File: src/hdl/tte_pkg.sv
// transposition table engine: shared constants, entry and table access types
// no dependencies
package tte_pkg;

	localparam int ENTRY_COUNT = 4096;
	localparam int IDX_W       = $clog2(ENTRY_COUNT);
	localparam int KEY_W       = 64;
	localparam int DEPTH_W     = 6;
	localparam int SCORE_W     = 18;
	localparam int MOVE_W      = 7;
	localparam int FLAG_W      = 2;

	localparam logic [FLAG_W-1:0] FLAG_EXACT = 2'd0;
	localparam logic [FLAG_W-1:0] FLAG_UPPER = 2'd1;
	localparam logic [FLAG_W-1:0] FLAG_LOWER = 2'd2;

	localparam logic [0:0] ACT_LOOKUP = 1'b0;
	localparam logic [0:0] ACT_STORE  = 1'b1;

	typedef logic [IDX_W-1:0] tte_idx_t;

	typedef struct packed {
		logic signed [SCORE_W-1:0] score;
		logic        [MOVE_W-1:0]  move;
		logic        [DEPTH_W-1:0] depth;
		logic        [FLAG_W-1:0]  flag;
	} tte_entry_t;

	typedef struct packed {
		logic              en;
		tte_idx_t          idx;
		logic [KEY_W-1:0]  key;
		tte_entry_t        entry;
	} tte_wr_t;

	typedef struct packed {
		logic [KEY_W-1:0]  key;
		tte_entry_t        entry;
	} tte_rd_t;

endpackage

File: src/hdl/tte_ctrl.sv
// transposition table engine: handshakes, compare and replace stage, result register
// depends on tte_pkg
module tte_ctrl (
	input  logic                        clk,
	input  logic                        arst_n,
	input  logic                        in_valid,
	output logic                        in_stall,
	input  logic                        action,
	input  logic [tte_pkg::KEY_W-1:0]   key,
	input  logic [tte_pkg::DEPTH_W-1:0] depth,
	input  logic signed [tte_pkg::SCORE_W-1:0] alpha,
	input  logic signed [tte_pkg::SCORE_W-1:0] beta,
	input  logic signed [tte_pkg::SCORE_W-1:0] entry_score,
	input  logic signed [tte_pkg::MOVE_W-1:0]  entry_move,
	output logic                        out_valid,
	input  logic                        out_stall,
	output logic                        hit,
	output logic                        key_matched,
	output logic signed [tte_pkg::SCORE_W-1:0] found_score,
	output logic signed [tte_pkg::MOVE_W-1:0]  found_move,
	output logic                        written,
	input  logic                        tbl_busy,
	input  tte_pkg::tte_rd_t            rd_data,
	output logic                        rd_en,
	output tte_pkg::tte_idx_t           rd_idx,
	output tte_pkg::tte_wr_t            wr_req
);
	import tte_pkg::*;

	logic                      s1_valid_q;
	logic                      action_s1;
	logic [KEY_W-1:0]          key_s1;
	logic [DEPTH_W-1:0]        depth_s1;
	logic signed [SCORE_W-1:0] alpha_s1;
	logic signed [SCORE_W-1:0] beta_s1;
	logic signed [SCORE_W-1:0] score_s1;
	logic [MOVE_W-1:0]         move_s1;

	logic                      accept;
	logic                      s1_adv;
	logic                      match;
	logic                      depth_ok;
	logic                      flag_ok;
	logic                      lk_hit;
	logic                      do_wr;
	logic [FLAG_W-1:0]         new_flag;
	tte_entry_t                cur;

	logic                      out_valid_q;
	logic                      hit_q;
	logic                      matched_q;
	logic signed [SCORE_W-1:0] score_q;
	logic [MOVE_W-1:0]         move_q;
	logic                      written_q;

	assign s1_adv   = s1_valid_q && (!out_valid_q || !out_stall);
	assign in_stall = tbl_busy || (s1_valid_q && !s1_adv);
	assign accept   = in_valid && !in_stall;
	assign rd_en    = accept;
	assign rd_idx   = key[IDX_W-1:0];

	always_ff @(posedge clk or negedge arst_n) begin
		if (!arst_n) begin
			s1_valid_q <= 1'b0;
		end else if (accept) begin
			s1_valid_q <= 1'b1;
		end else if (s1_adv) begin
			s1_valid_q <= 1'b0;
		end
	end

	always_ff @(posedge clk) begin
		if (accept) begin
			action_s1 <= action;
			key_s1    <= key;
			depth_s1  <= depth;
			alpha_s1  <= alpha;
			beta_s1   <= beta;
			score_s1  <= entry_score;
			move_s1   <= entry_move;
		end
	end

	assign cur      = rd_data.entry;
	assign match    = rd_data.key == key_s1;
	assign depth_ok = cur.depth >= depth_s1;
	assign flag_ok  = (cur.flag == FLAG_EXACT)
		|| (cur.flag == FLAG_UPPER && cur.score <= alpha_s1)
		|| (cur.flag == FLAG_LOWER && cur.score >= beta_s1);
	assign lk_hit   = match && depth_ok && flag_ok;
	assign do_wr    = (rd_data.key == '0) || !match || (depth_s1 >= cur.depth);

	always_comb begin
		if (score_s1 <= alpha_s1) begin
			new_flag = FLAG_UPPER;
		end else if (score_s1 >= beta_s1) begin
			new_flag = FLAG_LOWER;
		end else begin
			new_flag = FLAG_EXACT;
		end
	end

	always_comb begin
		wr_req.en          = s1_adv && (action_s1 == ACT_STORE) && do_wr;
		wr_req.idx         = key_s1[IDX_W-1:0];
		wr_req.key         = key_s1;
		wr_req.entry.score = score_s1;
		wr_req.entry.move  = move_s1;
		wr_req.entry.depth = depth_s1;
		wr_req.entry.flag  = new_flag;
	end

	always_ff @(posedge clk or negedge arst_n) begin
		if (!arst_n) begin
			out_valid_q <= 1'b0;
		end else if (s1_adv) begin
			out_valid_q <= 1'b1;
		end else if (!out_stall) begin
			out_valid_q <= 1'b0;
		end
	end

	always_ff @(posedge clk) begin
		if (s1_adv) begin
			if (action_s1 == ACT_LOOKUP) begin
				hit_q     <= lk_hit;
				matched_q <= match;
				score_q   <= lk_hit ? cur.score : '0;
				move_q    <= match ? cur.move : '1;
				written_q <= 1'b0;
			end else begin
				hit_q     <= 1'b0;
				matched_q <= 1'b0;
				score_q   <= '0;
				move_q    <= '1;
				written_q <= do_wr;
			end
		end
	end

	assign out_valid   = out_valid_q;
	assign hit         = hit_q;
	assign key_matched = matched_q;
	assign found_score = score_q;
	assign found_move  = move_q;
	assign written     = written_q;

endmodule

File: config.mk
export PLATFORM = sky130hd
export DESIGN_NAME = tte_ctrl
export DESIGN_NICKNAME = d
export VERILOG_FILES = /design/src/hdl/tte_pkg.sv /design/src/hdl/tte_ctrl.sv
export SDC_FILE = /design/constraint.sdc
export NUM_CORES = 1
export LEC_CHECK = 0
export ABC_CLOCK_PERIOD_IN_PS = 7350
export BUFFER_PORTS_ARGS = -buffer_cell sky130_fd_sc_hd__buf_2
export CAP_MARGIN = 20
export CORE_AREA = 2 2 149 151
export CTS_BUF_LIST = sky130_fd_sc_hd__clkbuf_2 sky130_fd_sc_hd__clkbuf_4 sky130_fd_sc_hd__clkbuf_8
export DETAILED_ROUTE_END_ITERATION = 8
export DIE_AREA = 0 0 151 153
export PLACE_DENSITY = 0.68
export SKIP_CTS_REPAIR_TIMING = 1
export SYNTH_ARGS = -nofsm -noshare
export SYNTH_HDL_FRONTEND = slang
export SYNTH_SLANG_ARGS = --single-unit
File: constraint.sdc
create_clock -name clk -period 7.35 [get_ports clk]
set_clock_uncertainty 0.2 [all_clocks]
set_input_delay 1.1025 -clock clk [delete_from_list [all_inputs] [get_ports clk]]
set_output_delay 1.1025 -clock clk [all_outputs]
set_load 0.005 [all_outputs]
# Word level (Yosys, flattened, before mapping)
# Cells that the tools add are included.
[totals]
ff_bits = 162
input_bits = 234
[op_classes]
n_lt_le_gt_ge = 6
n_eq_ne = 4
n_mux = 6
bitwise = 2
n_reduce_logical = 25
[op_table]
columns = ["op", "count"]
rows = [
  ["equality test 64 bit", 1],
  ["logical NOT 64 bit", 1],
  ["greater-or-equal comparator 18 bit", 2],
  ["<= comparator 18 bit", 2],
  ["greater-or-equal comparator 6 bit", 2],
  ["logical AND 1 bit", 9],
  ["logical OR 1 bit", 6],
  ["logical NOT 1 bit", 5],
  ["2-to-1 mux 1 bit", 4],
  ["2-to-1 mux 2 bit", 2],
  ["OR reduction 2 bit", 2],
  ["equality test 2 x 1 -> 1 bit (second input constant)", 1],
  ["equality test 2 bit (second input constant)", 1],
  ["logical NOT 2 bit", 1],
  ["!= test 2 x 1 -> 1 bit (second input constant)", 1],
  ["inverter 1 bit", 2],
  ["nonzero test 2 bit", 1],
]

# Logic depth before layout (Yosys ltp)
[logic_depth]
word_depth = 9
ltp_mapped = 10
ltp_nobuf = 8

# Least setup slack after synthesis
# OpenSTA, ideal clock, no wires.
[synth_path]
path_type = "input-to-output"
start = "input port out_stall"
end = "output port rd_en"
arrival_ps = 4401
required_time_ps = 6048
path_slack_ps = 1647
cell_stages = 2
path_buffers = 0
path_cell_list = "a31oi_1 and2_1"
[synth_between]
elab_chain_len = 8
[synth_rtl]
columns = ["item", "line_no", "source"]
rows = [
  ["start: declaration", "tte_ctrl.sv:16", "input logic out_stall,"],
  ["logical NOT 1 bit", "--", ""],
  ["logical OR 1 bit", "tte_ctrl.sv:56", "assign s1_adv = s1_valid_q && (!out_valid_q || !out_stall);"],
  ["logical AND 1 bit", "tte_ctrl.sv:56", ""],
  ["logical NOT 1 bit", "tte_ctrl.sv:57", "assign in_stall = tbl_busy || (s1_valid_q && !s1_adv);"],
  ["logical AND 1 bit", "tte_ctrl.sv:57", ""],
  ["logical OR 1 bit", "tte_ctrl.sv:57", ""],
  ["logical NOT 1 bit", "tte_ctrl.sv:58", "assign accept = in_valid && !in_stall;"],
  ["logical AND 1 bit", "tte_ctrl.sv:58", ""],
  ["end: declaration", "tte_ctrl.sv:24", "output logic rd_en,"],
]
# No other way between the ends.

==> flow_summary_export.csv <==
group,metric,value,unit
floorplan,core_area,0.0215,mm²
sta,worst_slack,2700,ps
placement,hpwl,21800,µm
yosys,syn-num-nets,898,
power_and_ir_drop,cellLeakagePower,4.54,nW
yosys,synth_edf_count,160,
final_layout,syn_to_final_growth,30.3,%
yosys,synth_most_common_cell,"edfxtp_1",
sta,timing.final.crit_share,63.2,%
route,first_pass_iters,5,
power_and_ir_drop,finalPower,2.03,mW
sta,finalSetupTns,0,ps
global_route,antenna_found_initial,4,
global_route,grt_pass1_wl,37200,µm
worst_setup_path,critPathLaunch,"rd_data[75]",
route,routedWlPerCell,20.6,µm
yosys,yosys_warnings,0,
yosys,netlist_area,0.00815,mm²
placement,port_buffers,386,
yosys,synthTopCellsByCount,"edfxtp_1, ha_1, xnor2_1, inv_1, nand4_1",
route,vias,6244,
worst_setup_path,worst_ep_required_time,6050,ps
yosys,ys_seq_elements,162,
yosys,synth_top_area_cell,"edfxtp_1",
yosys,yosys_most_used_dff,"edfxtp_1",
global_route,grt.total_usage,22.3,%
floorplan,start_util,37.9,%
sta,rsz0062_at_grt,"no",
status,status,"finished, final reports clean",
final_layout,drive_gt1_share,44.9,%
floorplan,rows,54,
clock_tree,clkLatencyLatePin,470,ps
sta,hold_violations,0,
worst_setup_path,crit_arrival,3340,ps
worst_setup_path,crit_chain,"buf_2, xnor2_1, nand4_1, nor4_1, nand4_1, o41a_2, and2_1, buf_2",
route,wl_met3,1930,µm
global_route,grt_pass1_vias,6431,
clock_tree,clk_root_buffer_cell,"clkbuf_8",
yosys,synth_top_area_share,59.0,%
min_path,hp-class,"in -> async",
power_and_ir_drop,p_per_area,191,mW/mm²
worst_setup_path,ff2ff_setup_slack,3980,ps
floorplan,fp.dieH,153,µm
sta,hold-worst-slack,204,ps
clock_tree,cts_inserted_buffers,17,
route,drt_wl_total,26000,µm
clock_tree,cts_tree,"built",
sta,min_period,4650,ps
placement,gp_congestion,0.946,
clock_tree,clkTransAtPathRegs,100,ps
sta,relSlewSlack,34.6,%
placement,preCtsSetupSlack,2670,ps
placement,dpl_cell_area,0.0102,mm²
placement,dp_cells,1226,
yosys,async_reset_ff_share,1.23,%
final_layout,final_cells,1261,
yosys,synth.area.top_cells,"edfxtp_1, ha_1, xnor2_1, nand4_1, buf_4",
yosys,synth_cell_types,44,
sta,setup_viol,0,
route,drt_first_iter_violations,266,
worst_setup_path,cp_slowest_cell,"o41a_2",
sta,maxSlewViolCount,0,
floorplan,dieArea,0.0231,mm²
global_route,grt_max_degree,76,
worst_setup_path,end_kind,"output port",
route,drc,0,
clock_tree,cts_max_level,4,
worst_setup_path,critPathBufInv,2,
route,viasPerCell,4.95,
worst_setup_path,critPathMaxFanout,10,
yosys,synth_area_per_cell,13.9,µm²
route,met1_length,8790,µm
route,ant_nets,0,
sta,max_freq,0.215,GHz
clock_tree,clock_sinks,162,
route,highest_layer,"met5",
route,dr_wl_met2,14400,µm
worst_setup_path,max_stage_delay,590,ps
yosys,syn_inst,586,
yosys,synth-seq-area-share,59.6,%
worst_setup_path,cp_top_family,"simple AND/OR/NAND/NOR gates",
clock_tree,cts_buffer_depth,2,
global_route,gr-total-overflow,0,
worst_setup_path,cp-start-kind,"input pin",
flow_run,max_cap_viol_count,0,
floorplan,io_pins,387,
worst_setup_path,r2r_start,"key_s1[42]",
final_layout,final_util,49.4,%
power_and_ir_drop,irDropWorstVdd,0.000106,V
worst_setup_path,crit_type,"in -> out",
floorplan,dieWidth,151,µm
sta,tightest_slew,981,ps
final_layout,fin_area,0.0106,mm²
final_layout,fin_nets,1277,
## flip-flops by register name, indices dropped and copies added, names as in the netlist
name and cells:
action_s1 1, alpha_s1 18, beta_s1 18, depth_s1 6, found_move 7, found_score 18
hit 1, key_matched 1, key_s1 64, move_s1 7, out_valid 1, s1_valid_q 1
score_s1 18, written 1
## cell families (layout without fill, tap and decap cells)
logic type      count (synthesis)  count (layout)  synth area share, %
compound gates                 63              63                 4.95
mux                             1               1                0.276
buf+inv                        77             469                 5.08
simple gates                  141             141                 11.2
flops                         162             162                 59.6
xor+xnor                       64              64                 6.88
other cells                     0               3                    0
fa+ha+maj                      78              78                 12.0
## where the power goes
group / total (mW) / internal, mW / leakage [nW] / switching (mW)
Sequential: 1.09 / 1.07 / 1.50 / 0.0244
Clock: 0.644 / 0.256 / 0.188 / 0.388
Combinational: 0.292 / 0.135 / 2.85 / 0.158
Total: 2.03 / 1.46 / 4.54 / 0.570
## final timing paths
path                                   endpoint  cells past startpoint
worst min register to register        out_valid                      1
worst max-delay path                wr_req[109]                      8
worst max register to register  found_score[17]                      6
worst min-delay path                 s1_valid_q                      1
max in group asynchronous             out_valid                      1
min in group clk                      out_valid                      1
## area by class of cell
type	count	area, µm²
Antenna cell	3	7.51
Clock buffer	18	241
Clock inverter	14	144
Fill cell	1942	10900
Inverter	48	180
Multi-Input combinational cell	347	2880
Sequential cell	162	4850
Tap cell	280	350
Timing Repair Buffer	389	1950
## layer usage
metal  GRT usage [%]  vias to the layer above
li1                -                     2969
met1            22.4                     2946
met2            42.5                      285
met3            6.48                       42
met4            8.50                        2
met5               0                        -
## cell usage in the layout, fill, tap and decap left out, types with 5 or more instances in the layout
master and n:
xnor2_1 64, clkbuf_8 17, inv_1 48, a21oi_1 26
or3_1 8, nor2b_1 5, nand3_1 6, nor4b_1 9
nor4b_2 8, nor3_1 6, edfxtp_1 160, nor4_1 23
a21o_1 8, o21ai_0 11, nand4_1 35, nand2_1 18
buf_2 386, ha_1 78, nor2_1 8
## worst reg2reg max path: cells and delay by family (launching register included)
| family | cells | cell delay [ps] |
|---|---|---|
| flops | 1 | 450 |
| simple gates | 5 | 2300 |
| xor+xnor | 1 | 200 |
Note: power is estimated with default switching activity, not from simulation.
